**src/hw/rtl/smm_pkg.sv**
```systemverilog
// shared widths, constants and types for the square matrix multiplier
// no dependencies; used by every module under hw/rtl
`default_nettype none

package smm_pkg;

  localparam int DIM_W  = 4;   // matrix size register
  localparam int IDX_W  = 3;   // row / column / k index
  localparam int DEPTH  = 64;  // entries per matrix store
  localparam int ADDR_W = 6;   // store address
  localparam int CNT_W  = 7;   // loaded element count, holds up to DEPTH
  localparam int VAL_W  = 16;  // Q8.8 element
  localparam int PROD_W = 32;  // Q16.16 product
  localparam int ACC_W  = 40;  // Q24.16 dot product

  localparam logic [DIM_W-1:0] MAX_DIM = 4'd8;

  // one issue slot of the multiply-accumulate pipeline
  typedef struct packed {
    logic issue;  // operands are being read this cycle
    logic first;  // first term of a dot product
    logic last;   // last term of a dot product
  } mac_ctl_t;

endpackage

`default_nettype wire

```
**src/hw/rtl/smm_store.sv**
```systemverilog
// left and right matrix stores, one write port and one registered read port each
// depends on smm_pkg
`default_nettype none

module smm_store (
  input  wire logic                             clk,
  input  wire logic                             wr_en,
  input  wire logic [smm_pkg::ADDR_W-1:0]       wr_addr,
  input  wire logic signed [smm_pkg::VAL_W-1:0] a_wr,
  input  wire logic signed [smm_pkg::VAL_W-1:0] b_wr,
  input  wire logic [smm_pkg::ADDR_W-1:0]       a_addr,
  input  wire logic [smm_pkg::ADDR_W-1:0]       b_addr,
  output logic signed [smm_pkg::VAL_W-1:0]      a_rd,
  output logic signed [smm_pkg::VAL_W-1:0]      b_rd
);

  logic [smm_pkg::VAL_W-1:0] left_mem  [smm_pkg::DEPTH];
  logic [smm_pkg::VAL_W-1:0] right_mem [smm_pkg::DEPTH];

  always_ff @(posedge clk) begin
    if (wr_en) begin
      left_mem[wr_addr]  <= a_wr;
      right_mem[wr_addr] <= b_wr;
    end
  end

  always_ff @(posedge clk) begin
    a_rd <= left_mem[a_addr];
    b_rd <= right_mem[b_addr];
  end

endmodule

`default_nettype wire

```
**src/hw/rtl/smm_mac.sv**
```systemverilog
// shared multiply-accumulate: register the read data tag, multiply, accumulate
// depends on smm_pkg
`default_nettype none

module smm_mac (
  input  wire logic                             clk,
  input  wire logic                             rst,
  input  wire smm_pkg::mac_ctl_t                ctl,
  input  wire logic signed [smm_pkg::VAL_W-1:0] a_rd,
  input  wire logic signed [smm_pkg::VAL_W-1:0] b_rd,
  output logic signed [smm_pkg::ACC_W-1:0]      acc,
  output logic                                  done
);

  smm_pkg::mac_ctl_t               rd_tag;
  smm_pkg::mac_ctl_t               prod_tag;
  logic signed [smm_pkg::PROD_W-1:0] prod;

  // tags follow the operands through the read and multiply stages
  always_ff @(posedge clk) begin
    if (rst) begin
      rd_tag   <= '0;
      prod_tag <= '0;
      done     <= 1'b0;
    end else begin
      rd_tag   <= ctl;
      prod_tag <= rd_tag;
      done     <= prod_tag.issue && prod_tag.last;
    end
  end

  always_ff @(posedge clk) begin
    prod <= a_rd * b_rd;
  end

  always_ff @(posedge clk) begin
    if (prod_tag.issue) begin
      if (prod_tag.first) begin
        acc <= smm_pkg::ACC_W'(prod);
      end else begin
        acc <= acc + smm_pkg::ACC_W'(prod);
      end
    end
  end

endmodule

`default_nettype wire

```
**src/hw/rtl/smm_seq.sv**
```systemverilog
// sequencer: load counting, operand address walk over i/j/k, result register
// depends on smm_pkg
`default_nettype none

module smm_seq (
  input  wire logic                             clk,
  input  wire logic                             rst,
  input  wire logic [smm_pkg::DIM_W-1:0]        n_dim,
  input  wire logic                             cfg_we,
  input  wire logic                             in_valid,
  output logic                                  in_stall,
  output logic                                  wr_en,
  output logic [smm_pkg::ADDR_W-1:0]            wr_addr,
  output logic [smm_pkg::ADDR_W-1:0]            a_addr,
  output logic [smm_pkg::ADDR_W-1:0]            b_addr,
  output smm_pkg::mac_ctl_t                     mac_ctl,
  input  wire logic                             mac_done,
  input  wire logic signed [smm_pkg::ACC_W-1:0] acc,
  output logic                                  out_valid,
  input  wire logic                             out_stall,
  output logic signed [smm_pkg::ACC_W-1:0]      product_value,
  output logic [smm_pkg::IDX_W-1:0]             row_index,
  output logic [smm_pkg::IDX_W-1:0]             column_index,
  output logic                                  last_element
);

  localparam logic [1:0] ST_LOAD  = 2'd0;
  localparam logic [1:0] ST_ISSUE = 2'd1;
  localparam logic [1:0] ST_DRAIN = 2'd2;
  localparam logic [1:0] ST_EMIT  = 2'd3;

  logic [1:0]                  state;
  logic [smm_pkg::CNT_W-1:0]   count;
  logic [smm_pkg::IDX_W-1:0]   i_idx, j_idx, k_idx;
  logic [smm_pkg::ADDR_W-1:0]  row_base;
  logic [smm_pkg::IDX_W-1:0]   last_idx;
  logic [smm_pkg::ADDR_W-1:0]  n_step;
  logic [2*smm_pkg::DIM_W-1:0] total;
  logic                        load_last;
  logic                        emit_go;
  logic                        run_last;

  assign last_idx  = smm_pkg::IDX_W'(n_dim - 1'b1);
  assign n_step    = smm_pkg::ADDR_W'(n_dim);
  assign total     = (2*smm_pkg::DIM_W)'(n_dim) * (2*smm_pkg::DIM_W)'(n_dim);
  assign load_last = ((2*smm_pkg::DIM_W)'(count) + 1'b1) == total;

  assign in_stall = (state != ST_LOAD);
  assign wr_en    = in_valid && !in_stall;
  assign wr_addr  = count[smm_pkg::ADDR_W-1:0];

  assign mac_ctl.issue = (state == ST_ISSUE);
  assign mac_ctl.first = (k_idx == '0);
  assign mac_ctl.last  = (k_idx == last_idx);

  // result register is free when empty or being taken this cycle
  assign emit_go  = (state == ST_EMIT) && (!out_valid || !out_stall);
  assign run_last = (i_idx == last_idx) && (j_idx == last_idx);

  always_ff @(posedge clk) begin
    if (rst) begin
      state     <= ST_LOAD;
      count     <= '0;
      out_valid <= 1'b0;
    end else begin
      if (emit_go) begin
        out_valid <= 1'b1;
      end else if (out_valid && !out_stall) begin
        out_valid <= 1'b0;
      end
      unique case (state)
        ST_LOAD: begin
          if (cfg_we) begin
            count <= '0;
          end else if (wr_en) begin
            if (load_last) begin
              count <= '0;
              state <= ST_ISSUE;
            end else begin
              count <= count + 1'b1;
            end
          end
        end
        ST_ISSUE: begin
          if (mac_ctl.last) begin
            state <= ST_DRAIN;
          end
        end
        ST_DRAIN: begin
          if (mac_done) begin
            state <= ST_EMIT;
          end
        end
        ST_EMIT: begin
          if (emit_go) begin
            state <= run_last ? ST_LOAD : ST_ISSUE;
          end
        end
        default: state <= ST_LOAD;
      endcase
    end
  end

  // address walk: a runs along row i, b runs down column j in steps of n
  always_ff @(posedge clk) begin
    if (state == ST_LOAD && wr_en && load_last) begin
      i_idx    <= '0;
      j_idx    <= '0;
      k_idx    <= '0;
      row_base <= '0;
      a_addr   <= '0;
      b_addr   <= '0;
    end else if (state == ST_ISSUE && !mac_ctl.last) begin
      k_idx  <= k_idx + 1'b1;
      a_addr <= a_addr + 1'b1;
      b_addr <= b_addr + n_step;
    end else if (emit_go) begin
      k_idx <= '0;
      if (j_idx == last_idx) begin
        j_idx    <= '0;
        i_idx    <= i_idx + 1'b1;
        row_base <= row_base + n_step;
        a_addr   <= row_base + n_step;
        b_addr   <= '0;
      end else begin
        j_idx  <= j_idx + 1'b1;
        a_addr <= row_base;
        b_addr <= smm_pkg::ADDR_W'(j_idx) + 1'b1;
      end
    end
  end

  always_ff @(posedge clk) begin
    if (emit_go) begin
      product_value <= acc;
      row_index     <= i_idx;
      column_index  <= j_idx;
      last_element  <= run_last;
    end
  end

endmodule

`default_nettype wire

```
**src/hw/rtl/square_matrix_multiply.sv**
```systemverilog
// top level of the square matrix multiplier: size register, stores, shared mac, sequencer
// depends on smm_pkg, smm_store, smm_mac, smm_seq
//
// channel   direction  handshake              payload
// config    in         cfg_we                 cfg_data (matrix size, 0 acts as 1, >8 as 8)
// input     in         in_valid / in_stall    a_value, b_value (Q8.8, row-major)
// output    out        out_valid / out_stall  product_value, row_index, column_index,
//                                             last_element
//
// the last of n*n input transactions starts the product run
// each product element issues its n terms one after another on the one shared multiplier,
// then passes through read, multiply and accumulate and an emit step before the next begins
// in_stall is high for the whole run; a full result register holds the run at its next
// element until the downstream side takes the pending transaction
// rst is synchronous: size returns to 8, the load count to 0, the output empties
`default_nettype none

module square_matrix_multiply (
  input  wire logic                             clk,
  input  wire logic                             rst,
  input  wire logic                             cfg_we,
  input  wire logic [smm_pkg::DIM_W-1:0]        cfg_data,
  input  wire logic                             in_valid,
  output logic                                  in_stall,
  input  wire logic signed [smm_pkg::VAL_W-1:0] a_value,
  input  wire logic signed [smm_pkg::VAL_W-1:0] b_value,
  output logic                                  out_valid,
  input  wire logic                             out_stall,
  output logic signed [smm_pkg::ACC_W-1:0]      product_value,
  output logic [smm_pkg::IDX_W-1:0]             row_index,
  output logic [smm_pkg::IDX_W-1:0]             column_index,
  output logic                                  last_element
);

  logic [smm_pkg::DIM_W-1:0]         n_dim;
  logic [smm_pkg::DIM_W-1:0]         n_dim_next;
  logic                              wr_en;
  logic [smm_pkg::ADDR_W-1:0]        wr_addr;
  logic [smm_pkg::ADDR_W-1:0]        a_addr;
  logic [smm_pkg::ADDR_W-1:0]        b_addr;
  logic signed [smm_pkg::VAL_W-1:0]  a_rd;
  logic signed [smm_pkg::VAL_W-1:0]  b_rd;
  smm_pkg::mac_ctl_t                 mac_ctl;
  logic signed [smm_pkg::ACC_W-1:0]  acc;
  logic                              mac_done;

  // clamp the written size into 1..8
  always_comb begin
    if (cfg_data == '0) begin
      n_dim_next = smm_pkg::DIM_W'(1);
    end else if (cfg_data > smm_pkg::MAX_DIM) begin
      n_dim_next = smm_pkg::MAX_DIM;
    end else begin
      n_dim_next = cfg_data;
    end
  end

  always_ff @(posedge clk) begin
    if (rst) begin
      n_dim <= smm_pkg::MAX_DIM;
    end else if (cfg_we) begin
      n_dim <= n_dim_next;
    end
  end

  smm_store u_store (
    .clk     (clk),
    .wr_en   (wr_en),
    .wr_addr (wr_addr),
    .a_wr    (a_value),
    .b_wr    (b_value),
    .a_addr  (a_addr),
    .b_addr  (b_addr),
    .a_rd    (a_rd),
    .b_rd    (b_rd)
  );

  smm_mac u_mac (
    .clk  (clk),
    .rst  (rst),
    .ctl  (mac_ctl),
    .a_rd (a_rd),
    .b_rd (b_rd),
    .acc  (acc),
    .done (mac_done)
  );

  smm_seq u_seq (
    .clk           (clk),
    .rst           (rst),
    .n_dim         (n_dim),
    .cfg_we        (cfg_we),
    .in_valid      (in_valid),
    .in_stall      (in_stall),
    .wr_en         (wr_en),
    .wr_addr       (wr_addr),
    .a_addr        (a_addr),
    .b_addr        (b_addr),
    .mac_ctl       (mac_ctl),
    .mac_done      (mac_done),
    .acc           (acc),
    .out_valid     (out_valid),
    .out_stall     (out_stall),
    .product_value (product_value),
    .row_index     (row_index),
    .column_index  (column_index),
    .last_element  (last_element)
  );

endmodule

`default_nettype wire

```
**config.mk**
```make
export PLATFORM = sky130hd
export DESIGN_NAME = square_matrix_multiply
export DESIGN_NICKNAME = d
export VERILOG_FILES = /design/src/hw/rtl/smm_pkg.sv /design/src/hw/rtl/smm_store.sv /design/src/hw/rtl/smm_mac.sv /design/src/hw/rtl/smm_seq.sv /design/src/hw/rtl/square_matrix_multiply.sv
export SDC_FILE = /design/constraint.sdc
export NUM_CORES = 2
export LEC_CHECK = 0
export ABC_AREA = 1
export BUFFER_PORTS_ARGS = -buffer_cell sky130_fd_sc_hd__buf_4
export CORE_MARGIN = 4
export CORE_UTILIZATION = 39
export DETAILED_ROUTE_END_ITERATION = 8
export GPL_ROUTABILITY_DRIVEN = 0
export PLACE_DENSITY = 0.54
export SLEW_MARGIN = 20
export SYNTH_ARGS = -nofsm -noshare
export SYNTH_HDL_FRONTEND = slang
export SYNTH_SLANG_ARGS = --single-unit
```
**constraint.sdc**
```tcl
create_clock -name clk -period 5.4 [get_ports clk]
set_input_delay 0 -clock clk [delete_from_list [all_inputs] [get_ports clk]]
set_output_delay 0 -clock clk [all_outputs]
set_load 0.05 [all_outputs]
```
==> flow_summary.toml <==
[yosys]
synth.most_common_cell = "edfxtp_1"
synth-edff-count = 2135
ys_top_cells_by_count = "2135 x edfxtp_1, 1298 x nor2_1, 1129 x o21ai_0, 992 x nand2_1, 598 x inv_1"
async_flop_share_pct = 0
synth_seq_area_share_pct = 66.13
ys_types = 44
yosys_warnings = 0
synth_flop_cell = "edfxtp_1"
syn_nets = 8903
synthTopCellsByArea = "edfxtp_1 64%, o21ai_0 5.6%, fa_1 5.3%"
yosysTopAreaCell = "edfxtp_1"
synth_area_per_cell_sq_um = 11.87
synth_seq_cells = 2247
synthCells = 8451
yosysTopAreaCellShare_pct = 63.90
synth.cell_area_sq_mm = 0.1003

[sta]
rsz0062_at_grt = "yes"
slew_violations = 0
clock_skew_ns = 0.05754
setup_viol_count_final = 0
hold_violations = 0
fmax_mhz = 191.2
fin_crit_sh_pct = 96.84
relSlewSlack_pct = 24.48
min_period_ns = 5.230
worst_pin_slew_ns = 1.130

[placement]
hpwl_um = 169300
place_area_sq_mm = 0.1059
io_buffers = 89

[clock_tree]
root_buffer = "clkbuf_16"
cts_tree = "yes"
cts_made_buffers = 228
htree_levels = 4
cts.clk_slew.worst_paths_ns = 0.07
clock_sinks = 2247
cts_max_path_buffers = 3
clkLatencyLatePin_ns = 0.88

[job]
maxCapViolCount = 0

[floorplan]
dieWidth_um = 515.2
ioPinCount = 90
initial_core_util_pct = 39.33
die-area_sq_mm = 0.2654
die_h_um = 515.2
placementRows = 185
core_sq_mm = 0.2551

[grt]
grt_max_degree = 186
grt_busiest_layer = "met2"
grtUsageMet3_pct = 2.940
grt_pass1_vias = 65180
grt_use_met1_pct = 29.82
grtUsageTotal_pct = 21.70
grt_use_met2_pct = 35.56
grt_antenna_before_repair = 7
overflow = 0
grt_pass1_wl_um = 432500

[critical_path]
regToRegStartpoint = "u_store.b_rd[2]"
worst-r2r-cell-count = 22
critPathLaunchType = "register"
arrival_ns = 6.00
r2r_end = "u_mac.prod[29]"
crit_path_end_kind = "register"
criticalPathCategory = "register to register"
critPathMaxFanout = 9
cp.required_ns = 6.17
r2r_slack_ns = 0.17

[route]
drt-wirelength-per-cell_um = 24.29
drt_drc_violations_left = 0
firstDrtPassIters = 8
routed_wl_um = 295200
ant_nets = 0
num_vias = 67380
viasPerCell = 5.544
drt_iter0_drc = 6911

[finish]
design_area_sq_mm = 0.1144
multiInputGateArea_sq_mm = 0.03026
fill_cells = 23170
drive_gt1_share_pct = 10.09
seqCellArea_sq_mm = 0.06642
area_growth_pct = 14.00
fin_nets = 9036

[worst_hold_path]
hold_path.class = "input pin to register"
hold_end = "n_dim[3]"
hold_depth = 4
min_from = "rst"

[outcome]
status = "completed"
==> critical path: stages (launching register included) <==
cell and delay [ns]:
dfxtp_1 0.37, buf_4 0.18, buf_4 0.19, nand2_1 0.10
fa_1 0.49, fa_1 0.47, fa_1 0.47, fa_1 0.49
inv_1 0.05, fa_1 0.52, inv_1 0.05, fa_1 0.47
inv_1 0.06, ha_4 0.28, nand2_2 0.10, nor2_1 0.14
inv_1 0.07, nor3_1 0.13, nand2_1 0.10, nand3_2 0.13
nand3_1 0.12, nand4_1 0.11, nand2_1 0.06
==> final cells by class <==
cell class,count,area share (%)
clock inverter,137,1.185
sequential,2247,58.07
timing repair buffer,415,3.230
clock buffer,290,5.283
antenna,6,0.01313
tap,3366,3.682
inverter,623,2.076
multi-input combinational,5069,26.46
==> registers in the layout, summed over array words and instances, names as in the netlist, 7 cells and up <==
register,count
u_store.left_mem,1024
u_seq.product_value,40
u_mac.prod,32
u_store.a_rd,16
u_store.b_rd,16
u_store.right_mem,1024
u_mac.acc,40
u_seq.count,7
==> per-layer routing <==
metal / part of all wire (%) / vias up
met5: 0.0075 / -
met2: 48 / 2367
met1: 43 / 34200
li1: - / 30320
met4: 3.3 / 4
met3: 6.3 / 488
==> logic make-up after synthesis <==
| logic type | synth area share [%] |
|---|---|
| and+or+nand+nor | 10.73 |
| DFF | 66.13 |
| AOI/OAI and AO/OA | 11.03 |
| buffers and inverters | 4.519 |
| adders and majority gates | 7.116 |
| xor gates and xnor gates | 0.4714 |
==> worst max-delay path by stage <==
| stage | start | end | slack [ns] | cells past startpoint |
|---|---|---|---|---|
| floorplan | u_store.a_rd[15] | u_mac.prod[30] | 0.04 | 19 |
| global placement | u_store.a_rd[15] | u_mac.prod[30] | -0.16 | 18 |
| detailed placement | u_store.a_rd[15] | u_mac.prod[31] | -0.18 | 20 |
| CTS | u_store.b_rd[7] | u_mac.prod[23] | 0.01 | 22 |
| global route | u_store.a_rd[15] | u_mac.prod[31] | -0.05 | 22 |
| finish | u_store.b_rd[2] | u_mac.prod[29] | 0.17 | 22 |
==> metrics by stage <==
| step | instances | setup TNS [ns] | util, % | setup slack, ns | hold slack [ns] |
|---|---|---|---|---|---|
| 6_report | 12150 | 0 | 44.84 | 0.1705 | 0.1312 |
| 5_1_grt | 12150 | -0.09549 | 44.84 | -0.05230 | 0.1635 |
| 3_5_place_dp | 11660 | -1.007 | 41.53 | -0.1807 | 0.2830 |
| 2_1_floorplan | 8451 | 0 | - | 0.04033 | 0.09887 |
| 3_3_place_gp | 11660 | -0.6216 | 41.53 | -0.1585 | 0.2864 |
| 4_1_cts | 12140 | 0 | 44.67 | 0.01422 | 0.1033 |
==> cell usage in the layout, fill, tap and decap left out, types with 15 or more instances in the layout <==
cell type | synthesis | final
edfxtp_1 | 2135 | 2135
nor2_1 | 1298 | 1226
o21ai_0 | 1129 | 1121
nand2_1 | 992 | 984
inv_1 | 598 | 589
o22ai_1 | 331 | 331
buf_4 | 21 | 319
fa_1 | 266 | 258
nand3_1 | 241 | 238
clkbuf_16 | 0 | 231
o221ai_1 | 171 | 171
ha_1 | 145 | 131
o211ai_1 | 127 | 127
a21oi_1 | 120 | 109
dfxtp_1 | 112 | 85
nand4_1 | 84 | 84
nor2_4 | 4 | 70
clkinv_1 | 7 | 61
dlygate4sd3_1 | 0 | 56
clkbuf_1 | 350 | 55
clkinv_2 | 0 | 37
xor2_1 | 34 | 34
buf_12 | 0 | 33
o21ai_1 | 22 | 28
inv_2 | 17 | 25
bufinv_16 | 0 | 22
xnor2_1 | 20 | 20
or2_2 | 15 | 15
==> repair_timing <==
item | in CTS | in global routing
hold buffers | 56 | 0
buffers inserted | 2 | 7
endpoints found under the hold margin | 2124 | 0
gates resized for setup | 12 | 95
setup endpoints to repair | 13 | 18
pin swaps | 1 | 30
Power is not shown: default switching activity piles up to over one toggle a cycle in this logic, so the estimate is an artifact.
